**src/hw/rtl/windowed_dft_bin_log_magnitude_unit_defines.svh**
```systemverilog
// Assertion macros for the windowed DFT bin log-magnitude unit.
`ifndef WINDOWED_DFT_BIN_LOG_MAGNITUDE_UNIT_DEFINES_SVH
`define WINDOWED_DFT_BIN_LOG_MAGNITUDE_UNIT_DEFINES_SVH

// Same-cycle implication, sampled on i_clk, off during reset.
`define WDB_ASSERT_IMPLY(lbl, ante, cons) \
    lbl: assert property (@(posedge i_clk) disable iff (!i_rst_n) (ante) |-> (cons)) \
        else $error("wdb assertion failed");

// Next-cycle implication, sampled on i_clk, off during reset.
`define WDB_ASSERT_NEXT(lbl, ante, cons) \
    lbl: assert property (@(posedge i_clk) disable iff (!i_rst_n) (ante) |=> (cons)) \
        else $error("wdb assertion failed");

`endif

```
**src/hw/rtl/wdb_pkg.sv**
```systemverilog
// Constants, widths and the root table of the windowed DFT bin log-magnitude unit.
package wdb_pkg;

    localparam int MAX_WINDOW_DEF = 4096;

    localparam int SAMPLE_W = 16;
    localparam int COEF_W   = 16;
    localparam int GAIN_W   = 20;
    localparam int LOG_W    = 8;
    localparam int ACC_W    = 45;
    localparam int MONO_W   = SAMPLE_W + 1;

    localparam int DIG_W    = 23;
    localparam int MUL_W    = DIG_W + 1;
    localparam int PROD_W   = 2 * MUL_W;
    localparam int M_W      = 2 * ACC_W;
    localparam int G2_W     = 2 * GAIN_W;
    localparam int ROOT_W   = 32;
    localparam int P_W      = G2_W + ROOT_W;
    localparam int ADD_W    = M_W + 2;
    localparam int LIM_SH   = 16;
    localparam int SCALE_SH = 19;
    localparam int D_W      = M_W + SCALE_SH;

    localparam int N_ROOTS      = 5;
    localparam int ROOT_IDX_W   = 3;
    localparam int STEP_W       = 5;
    localparam int G2_STEP      = 0;
    localparam int M_STEP_LAST  = 8;
    localparam int P_STEP_FIRST = 9;
    localparam int N_MUL_STEPS  = P_STEP_FIRST + 4 * N_ROOTS;
    localparam int LOG_MAX      = 255;

    // 2^(r/10) in Q1.31 for odd r
    function automatic logic [ROOT_W-1:0] root_coef(input logic [ROOT_IDX_W-1:0] idx);
        logic [ROOT_W-1:0] v;
        unique case (idx)
            3'd0:    v = 32'd2301615985;
            3'd1:    v = 32'd2643862496;
            3'd2:    v = 32'd3037000500;
            3'd3:    v = 32'd3488597478;
            3'd4:    v = 32'd4007346185;
            default: v = '0;
        endcase
        return v;
    endfunction

endpackage

```
**src/hw/rtl/windowed_dft_bin_log_magnitude_unit.sv**
```systemverilog
// Windowed single-bin DFT with log2 magnitude output, one shared multiplier.
// Sample transaction without last: MUL_S, MUL_C and ADD_C, then back to idle.
// Transaction with last: the accumulate states, a magnitude state, the multiply steps
// on the shared 24x24 multiplier, a check state, the search and an output state.
// The unit takes no new sample until it is back in idle; o_stall is high meanwhile.
// Synchronous active-low reset clears accumulators, window count and output valid.
module windowed_dft_bin_log_magnitude_unit
    import wdb_pkg::*;
#(
    parameter int MAX_WINDOW = MAX_WINDOW_DEF
) (
    input  logic                       i_clk,
    input  logic                       i_rst_n,
    input  logic                       i_valid,
    output logic                       o_stall,
    input  logic signed [SAMPLE_W-1:0] i_left_sample,
    input  logic signed [SAMPLE_W-1:0] i_right_sample,
    input  logic signed [COEF_W-1:0]   i_sin_coef,
    input  logic signed [COEF_W-1:0]   i_cos_coef,
    input  logic        [GAIN_W-1:0]   i_gain,
    input  logic                       i_last,
    output logic                       o_valid,
    input  logic                       i_stall,
    output logic        [LOG_W-1:0]    o_log_amp_tenths
);

`include "windowed_dft_bin_log_magnitude_unit_defines.svh"

    localparam int CNT_W = $clog2(MAX_WINDOW + 1);

    typedef enum logic [3:0] {
        S_IDLE, S_MUL_S, S_MUL_C, S_ADD_C, S_ABS, S_FIN, S_CHK, S_SEARCH, S_DONE
    } t_state;

    t_state                  r_state, n_state;
    logic [CNT_W-1:0]        r_count, n_count;
    logic [ACC_W-1:0]        r_sacc, n_sacc;
    logic [ACC_W-1:0]        r_cacc, n_cacc;
    logic [STEP_W-1:0]       r_step, n_step;
    logic                    r_pv, n_pv;
    logic [ROOT_IDX_W-1:0]   r_ri, n_ri;
    logic [LOG_W-1:0]        r_cnt, n_cnt;
    logic                    r_ovalid, n_ovalid;
    logic [LOG_W-1:0]        r_odata, n_odata;

    logic [MONO_W-1:0]       r_mono;
    logic [COEF_W-1:0]       r_sin;
    logic [COEF_W-1:0]       r_cos;
    logic [GAIN_W-1:0]       r_gain;
    logic                    r_last;
    logic                    r_acc_en;
    logic [PROD_W-1:0]       r_prod;
    logic [STEP_W-1:0]       r_ptag;
    logic [ACC_W-1:0]        r_s;
    logic [ACC_W-1:0]        r_c;
    logic [G2_W-1:0]         r_g2;
    logic [ADD_W-1:0]        r_wacc;
    logic [M_W-1:0]          r_m;
    logic [P_W-1:0]          r_p [N_ROOTS];
    logic [D_W-1:0]          r_d;

    logic                    accept;
    logic                    cnt_open;
    logic [MONO_W-1:0]       mono_in;
    logic [MUL_W-1:0]        mul_a;
    logic [MUL_W-1:0]        mul_b;
    logic signed [PROD_W-1:0] mul_p;
    logic [STEP_W-1:0]       m_idx;
    logic [STEP_W-1:0]       p_idx;
    logic [STEP_W-1:0]       t_idx;
    logic [STEP_W-1:0]       tp_idx;
    logic [1:0]              add_sh;
    logic [ADD_W-1:0]        prod_u;
    logic [ADD_W-1:0]        prod_sh;
    logic [ADD_W-1:0]        add_sum;
    logic                    amp_small;
    logic                    pass;

    function automatic logic [MUL_W-1:0] dig_acc(input logic [ACC_W-1:0] v, input logic hi);
        return hi ? MUL_W'(v[ACC_W-1:DIG_W]) : MUL_W'(v[DIG_W-1:0]);
    endfunction

    function automatic logic [MUL_W-1:0] dig_g2(input logic [G2_W-1:0] v, input logic hi);
        return hi ? MUL_W'(v[G2_W-1:DIG_W]) : MUL_W'(v[DIG_W-1:0]);
    endfunction

    function automatic logic [MUL_W-1:0] dig_root(input logic [ROOT_W-1:0] v, input logic hi);
        return hi ? MUL_W'(v[ROOT_W-1:DIG_W]) : MUL_W'(v[DIG_W-1:0]);
    endfunction

    function automatic logic [ACC_W-1:0] acc_abs(input logic [ACC_W-1:0] v);
        return v[ACC_W-1] ? (~v + ACC_W'(1)) : v;
    endfunction

    assign o_stall          = (r_state != S_IDLE);
    assign accept           = i_valid && (r_state == S_IDLE);
    assign cnt_open         = (r_count < CNT_W'(MAX_WINDOW));
    assign o_valid          = r_ovalid;
    assign o_log_amp_tenths = r_odata;

    assign mono_in = {i_left_sample[SAMPLE_W-1], i_left_sample}
                   + {i_right_sample[SAMPLE_W-1], i_right_sample};

    assign m_idx  = r_step - STEP_W'(1);
    assign p_idx  = r_step - STEP_W'(P_STEP_FIRST);
    assign t_idx  = r_ptag - STEP_W'(1);
    assign tp_idx = r_ptag - STEP_W'(P_STEP_FIRST);

    always_comb begin
        logic [ACC_W-1:0] x;
        x     = m_idx[2] ? r_c : r_s;
        mul_a = '0;
        mul_b = '0;
        unique case (r_state)
            S_MUL_S: begin
                mul_a = {{(MUL_W-MONO_W){r_mono[MONO_W-1]}}, r_mono};
                mul_b = {{(MUL_W-COEF_W){r_sin[COEF_W-1]}}, r_sin};
            end
            S_MUL_C: begin
                mul_a = {{(MUL_W-MONO_W){r_mono[MONO_W-1]}}, r_mono};
                mul_b = {{(MUL_W-COEF_W){r_cos[COEF_W-1]}}, r_cos};
            end
            S_FIN: begin
                if (r_step == STEP_W'(G2_STEP)) begin
                    mul_a = MUL_W'(r_gain);
                    mul_b = MUL_W'(r_gain);
                end else if (r_step <= STEP_W'(M_STEP_LAST)) begin
                    mul_a = dig_acc(x, m_idx[1]);
                    mul_b = dig_acc(x, m_idx[0]);
                end else if (r_step < STEP_W'(N_MUL_STEPS)) begin
                    mul_a = dig_g2(r_g2, p_idx[1]);
                    mul_b = dig_root(root_coef(p_idx[4:2]), p_idx[0]);
                end
            end
            default: ;
        endcase
    end

    assign mul_p = $signed(mul_a) * $signed(mul_b);

    assign add_sh = {1'b0, t_idx[1]} + {1'b0, t_idx[0]};
    assign prod_u = ADD_W'(r_prod[2*DIG_W-1:0]);

    always_comb begin
        unique case (add_sh)
            2'd0:    prod_sh = prod_u;
            2'd1:    prod_sh = prod_u << DIG_W;
            default: prod_sh = prod_u << (2 * DIG_W);
        endcase
    end

    assign add_sum   = r_wacc + prod_sh;
    assign amp_small = (r_gain == '0) || (r_m <= M_W'({r_g2, LIM_SH'(0)}));
    assign pass      = (r_d >= D_W'(r_p[r_ri]));

    always_comb begin
        n_state  = r_state;
        n_count  = r_count;
        n_sacc   = r_sacc;
        n_cacc   = r_cacc;
        n_step   = r_step;
        n_pv     = 1'b0;
        n_ri     = r_ri;
        n_cnt    = r_cnt;
        n_ovalid = r_ovalid;
        n_odata  = r_odata;
        if (r_ovalid && !i_stall) begin
            n_ovalid = 1'b0;
        end
        unique case (r_state)
            S_IDLE: begin
                if (i_valid) begin
                    n_state = S_MUL_S;
                    if (cnt_open) begin
                        n_count = r_count + CNT_W'(1);
                    end
                end
            end
            S_MUL_S: begin
                n_state = S_MUL_C;
            end
            S_MUL_C: begin
                if (r_acc_en) begin
                    n_sacc = r_sacc + r_prod[ACC_W-1:0];
                end
                n_state = S_ADD_C;
            end
            S_ADD_C: begin
                if (r_acc_en) begin
                    n_cacc = r_cacc + r_prod[ACC_W-1:0];
                end
                n_state = r_last ? S_ABS : S_IDLE;
            end
            S_ABS: begin
                n_sacc  = '0;
                n_cacc  = '0;
                n_count = '0;
                n_step  = '0;
                n_state = S_FIN;
            end
            S_FIN: begin
                n_pv = (r_step < STEP_W'(N_MUL_STEPS));
                if (r_step == STEP_W'(N_MUL_STEPS)) begin
                    n_state = S_CHK;
                end else begin
                    n_step = r_step + STEP_W'(1);
                end
            end
            S_CHK: begin
                n_cnt   = '0;
                n_ri    = '0;
                n_state = amp_small ? S_DONE : S_SEARCH;
            end
            S_SEARCH: begin
                if (pass) begin
                    n_cnt = r_cnt + LOG_W'(1);
                    if (r_cnt == LOG_W'(LOG_MAX - 1)) begin
                        n_state = S_DONE;
                    end else if (r_ri == ROOT_IDX_W'(N_ROOTS - 1)) begin
                        n_ri = '0;
                    end else begin
                        n_ri = r_ri + ROOT_IDX_W'(1);
                    end
                end else begin
                    n_state = S_DONE;
                end
            end
            S_DONE: begin
                if (!r_ovalid || !i_stall) begin
                    n_ovalid = 1'b1;
                    n_odata  = r_cnt;
                    n_state  = S_IDLE;
                end
            end
            default: n_state = S_IDLE;
        endcase
    end

    always_ff @(posedge i_clk) begin
        if (!i_rst_n) begin
            r_state  <= S_IDLE;
            r_count  <= '0;
            r_sacc   <= '0;
            r_cacc   <= '0;
            r_step   <= '0;
            r_pv     <= 1'b0;
            r_ri     <= '0;
            r_cnt    <= '0;
            r_ovalid <= 1'b0;
            r_odata  <= '0;
        end else begin
            r_state  <= n_state;
            r_count  <= n_count;
            r_sacc   <= n_sacc;
            r_cacc   <= n_cacc;
            r_step   <= n_step;
            r_pv     <= n_pv;
            r_ri     <= n_ri;
            r_cnt    <= n_cnt;
            r_ovalid <= n_ovalid;
            r_odata  <= n_odata;
        end
    end

    always_ff @(posedge i_clk) begin
        if (accept) begin
            r_mono   <= mono_in;
            r_sin    <= i_sin_coef;
            r_cos    <= i_cos_coef;
            r_gain   <= i_gain;
            r_last   <= i_last;
            r_acc_en <= cnt_open;
        end
        if (r_state == S_MUL_S || r_state == S_MUL_C || r_state == S_FIN) begin
            r_prod <= mul_p;
            r_ptag <= r_step;
        end
        if (r_state == S_ABS) begin
            r_s    <= acc_abs(r_sacc);
            r_c    <= acc_abs(r_cacc);
            r_wacc <= '0;
        end
        if (r_pv) begin
            if (r_ptag == STEP_W'(G2_STEP)) begin
                r_g2 <= r_prod[G2_W-1:0];
            end else if (r_ptag <= STEP_W'(M_STEP_LAST)) begin
                if (r_ptag == STEP_W'(M_STEP_LAST)) begin
                    r_m    <= add_sum[M_W-1:0];
                    r_wacc <= '0;
                end else begin
                    r_wacc <= add_sum;
                end
            end else begin
                if (t_idx[1:0] == 2'b11) begin
                    r_p[tp_idx[4:2]] <= add_sum[P_W-1:0];
                    r_wacc           <= '0;
                end else begin
                    r_wacc <= add_sum;
                end
            end
        end
        if (r_state == S_CHK) begin
            r_d <= {r_m, SCALE_SH'(0)};
        end else if (r_state == S_SEARCH && pass && r_ri == ROOT_IDX_W'(N_ROOTS - 1)) begin
            r_d <= r_d >> 1;
        end
    end

    `WDB_ASSERT_NEXT(a_busy_after_accept, i_valid && !o_stall, o_stall)
    `WDB_ASSERT_IMPLY(a_result_from_done, $rose(o_valid), $past(r_state == S_DONE))
    `WDB_ASSERT_IMPLY(a_window_bound, r_state != S_ABS, r_count <= CNT_W'(MAX_WINDOW))
    `WDB_ASSERT_IMPLY(a_search_bound, r_state == S_SEARCH, r_cnt != LOG_W'(LOG_MAX))

endmodule
```
**config.mk**
```make
export PLATFORM = sky130hd
export DESIGN_NAME = windowed_dft_bin_log_magnitude_unit
export DESIGN_NICKNAME = d
export VERILOG_FILES = /design/src/hw/rtl/wdb_pkg.sv /design/src/hw/rtl/windowed_dft_bin_log_magnitude_unit.sv
export VERILOG_INCLUDE_DIRS = /design/src /design/src/hw/rtl
export SDC_FILE = /design/constraint.sdc
export NUM_CORES = 2
export LEC_CHECK = 0
export BUFFER_PORTS_ARGS = -buffer_cell sky130_fd_sc_hd__buf_2
export CAP_MARGIN = 20
export CORE_MARGIN = 4
export CORE_UTILIZATION = 51
export DETAILED_ROUTE_END_ITERATION = 6
export PLACE_DENSITY = 0.74
export SLEW_MARGIN = 20
export SYNTH_ARGS = -nofsm -noshare
export SYNTH_HDL_FRONTEND = slang
export SYNTH_SLANG_ARGS = --single-unit
```
**constraint.sdc**
```tcl
create_clock -name i_clk -period 19.1 [get_ports i_clk]
set_clock_uncertainty 0.2 [all_clocks]
set_input_delay 3.82 -clock i_clk [delete_from_list [all_inputs] [get_ports i_clk]]
set_output_delay 3.82 -clock i_clk [all_outputs]
set_load 0.005 [all_outputs]
```
==> metrics <==
WP data required 19.35 ns; Peak VDD IR 0.000124 V; WL met2 100000 um; Buf/Inv on CP 9; Synth Area in Compound Gates a little over an eighth; Worst-path clk slew 0.06 ns; Max Cap Viol 0; largest net degree at the start of global routing 90; die area 151000 sq um; Unique masters post-synth 82; clock power share 23.2%; vias in the first global route between 50000 and 60000; Setup WS pre-CTS 8.15 ns; CP max stage delay 0.91 ns; Worst Hold Depth 1; final core occ a little under three fifths; final worst setup slack approximately 8.2 ns; Post-Synth Adder-Cell Area 23.6%; vias per cell 6.15; leak pwr 0.0334 uW; Worst R2R End r_prod[39]; Post-Layout Cell Count approximately 9000; Worst Path Arrival 11.20 ns; Synth async-reset ratio 0%; EDFF count, synth 792; # DRC 0; RSZ-0062 raised after global routing false; WL final around 220000 um; IO buf count roughly 100; Synth top area share about 32%; Synth Flop Type edfxtp_1; Mapped Avg Cell Area 10.6 sq um; simple-gate share of the synthesized area between 10% and 20%; area grow syn2layout 8.50%; cell family with most CP delay adder cells; post-DP HPWL 162000 um; Post-Synth XOR/XNOR Area 3.96%; Synth area leaders edfxtp_1 32%, fa_1 16%, ha_1 7.5%; CP max stage cell a221o_1; HP Class reg -> reg; power per cell area 112 nW/um^2; status finished, final reports clean; global placement routability congestion slightly below 1; sequential share of power 32.7%; most used cell, CP inv_1; Synth Cell Area 74100 sq um; f_max 91.4 MHz; Worst Setup End Kind register; largest family of logic cells by synthesized area adder cells; post-synth top area cell edfxtp_1; Inserted Clock Buffers 105; Total Routing Usage GR roughly 29%; initial core utilization 51.5%; Seq/Total Area, Yosys 38.7%; setup TNS 0 ns; met3 routed WL 22800 um; via count 55223; WHS Endpoint r_wacc[88]; Die H 389 um; final hold vios 0; Slew Limit Fails 0; DR pass1 iterations 6; H-tree levels 3; Sw Ratio 41.2%; register-to-register setup slack 8.15 ns; Core Box Area approximately 140000 sq um; Rows roughly 140; nets 8106; GRT overflow 0; Post-CTS Setup Repair Bufs 0; ANT nets after route 0; First DRT Iteration DRCs 5695; antenna violations before repair 14; Logic pwr share between 40 and 50%; Crit Path Category reg -> reg; Worst setup SP type register; Met1 Wirelength approximately 86000 um; first-pass GRT wire length approximately 330000 um; worst r2r path cells 35; period utilisation layout 57.3%; relative slew slack 15.4%; Tmin final around 11 ns; share of cells above drive strength 1 7.64%; hold path start r_wacc[88]; Net Sw Power 3700 uW; Placed Cells 8773; Worst-Margin Slew approximately 1.3 ns; Die X 389 um; clk sinks around 1000; Clock Tree Buf Depth 3; num ports 99; Int Power 5290 uW; worst skew pair latency ~0.77 ns; CP max FO 35; root buffer cell clkbuf_16; cts hold-fix bufs 0; WL/cell 24.5 um; post-synthesis mux area share 3.92%; Final Setup Violations 0; Gate Count Post-Synth 6978; top routing layer in use met5; Yosys reg bits just over 1000; YS warnings 0; CTS tree done; Post-Syn Nets approximately 8000; reg-to-reg startpoint r_step[1]; hold slack 0.284 ns; Resize count post-CTS 0
[metrics by stage]
step / area, sq um / power, uW
after floorplan: 74100 / 5600
after global placement: 76900 / 6800
after detailed placement: 76900 / 6880
after CTS: 80400 / 8970
after global routing: 80400 / 9510
final: 80400 / 8990
[cells by family (layout without fill, tap and decap cells)]
group,Yosys count,count (layout)
and+or+nand+nor,1811,1811
AOI/OAI and AO/OA,1452,1452
buffers and inverters,1103,1193
adders and majority gates,1040,1040
DFF,1037,1037
xor gates and xnor gates,335,335
muxes,200,200
other,0,10
[worst max path at each step]
stage | depth (start not counted) | slack [ns] | to | from
3_5_place_dp | 35 | 8.15 | r_prod[38] | r_step[1]
6_report | 35 | 8.15 | r_prod[39] | r_step[1]
5_1_grt | 32 | 7.56 | r_prod[44] | r_step[1]
2_1_floorplan | 14 | 8.51 | r_d[100] | register
3_3_place_gp | 35 | 8.31 | r_prod[38] | r_step[1]
4_1_cts | 35 | 8.11 | r_prod[38] | r_step[1]
[flip-flops by register name (all words and copies together) (netlist names), 17 cells and up, named ones only]
| signal | flops |
|---|---|
| r_gain | 20 |
| r_prod | 46 |
| r_s | 45 |
| r_cacc | 45 |
| r_sacc | 45 |
| r_c | 45 |
| r_m | 90 |
| r_wacc | 90 |
| r_g2 | 40 |
| r_d | 109 |
| r_mono | 17 |
| r_p | 360 |
[cell type report]
cell class	instances	area [sq um]
Tap cell	1903	2380
Multi-Input combinational cell	4838	41500
Fill cell	12115	63600
Clock buffer	143	2930
Timing Repair Buffer	217	1380
Clock inverter	55	538
Sequential cell	1037	28700
Antenna cell	10	25.0
Inverter	778	2920
[Yosys cell counts, types with 43 or more instances]
| cell | instances |
|---|---|
| nand2b_1 | 43 |
| nand4_1 | 86 |
| inv_1 | 775 |
| mux2i_1 | 125 |
| and2_1 | 102 |
| fa_1 | 593 |
| dfxtp_1 | 245 |
| o21bai_1 | 44 |
| xnor2_1 | 243 |
| a31oi_1 | 52 |
| edfxtp_1 | 792 |
| a22o_1 | 225 |
| nand2_1 | 833 |
| nand3_1 | 115 |
| ha_1 | 447 |
| clkbuf_1 | 301 |
| nor2_1 | 328 |
| o21ai_0 | 292 |
| nor3_1 | 64 |
| nor2b_1 | 57 |
| a21oi_1 | 372 |
| mux4_2 | 72 |
| xor2_1 | 92 |
| a21o_1 | 163 |
[layer usage]
metal | vias up | track usage, %
met3 | 516 | 6.37
li1 | 24389 | -
met1 | 27617 | 38.6
met5 | - | 0
met4 | 4 | 12.6
met2 | 2697 | 45.0
[cell usage in the layout (no fill, tap or decap), types with 163 or more instances in the layout]
cell type  count
nor2_1       321
a21oi_1      370
a21o_1       163
dfxtp_1      241
xnor2_1      242
fa_1         593
nand2_1      832
o21ai_0      267
edfxtp_1     792
ha_1         446
a22o_1       225
inv_1        774
[power by group through the flow]
| stage | Combinational [uW] | Clock [uW] | Sequential (uW) |
|---|---|---|---|
| floorplan | 2730 | 0 | 2860 |
| global placement | 3830 | 0 | 2970 |
| detailed placement | 3910 | 0 | 2980 |
| CTS | 3930 | 2110 | 2930 |
| global route | 4370 | 2210 | 2940 |
| finish | 3960 | 2090 | 2940 |
[worst reg2reg max path: cells and delay by family, from the launching register on]
| family | cells | cell delay (ns) |
|---|---|---|
| adder cells (fa/ha/maj) | 9 | 4.26 |
| AO/OA/AOI/OAI | 8 | 2.84 |
| AND/OR/NAND/NOR | 7 | 1.60 |
| buffers and inverters | 9 | 1.00 |
| flip-flops | 1 | 0.48 |
| multiplexers | 1 | 0.20 |
| XOR/XNOR | 1 | 0.10 |
Power figures use the tool's default switching activity.
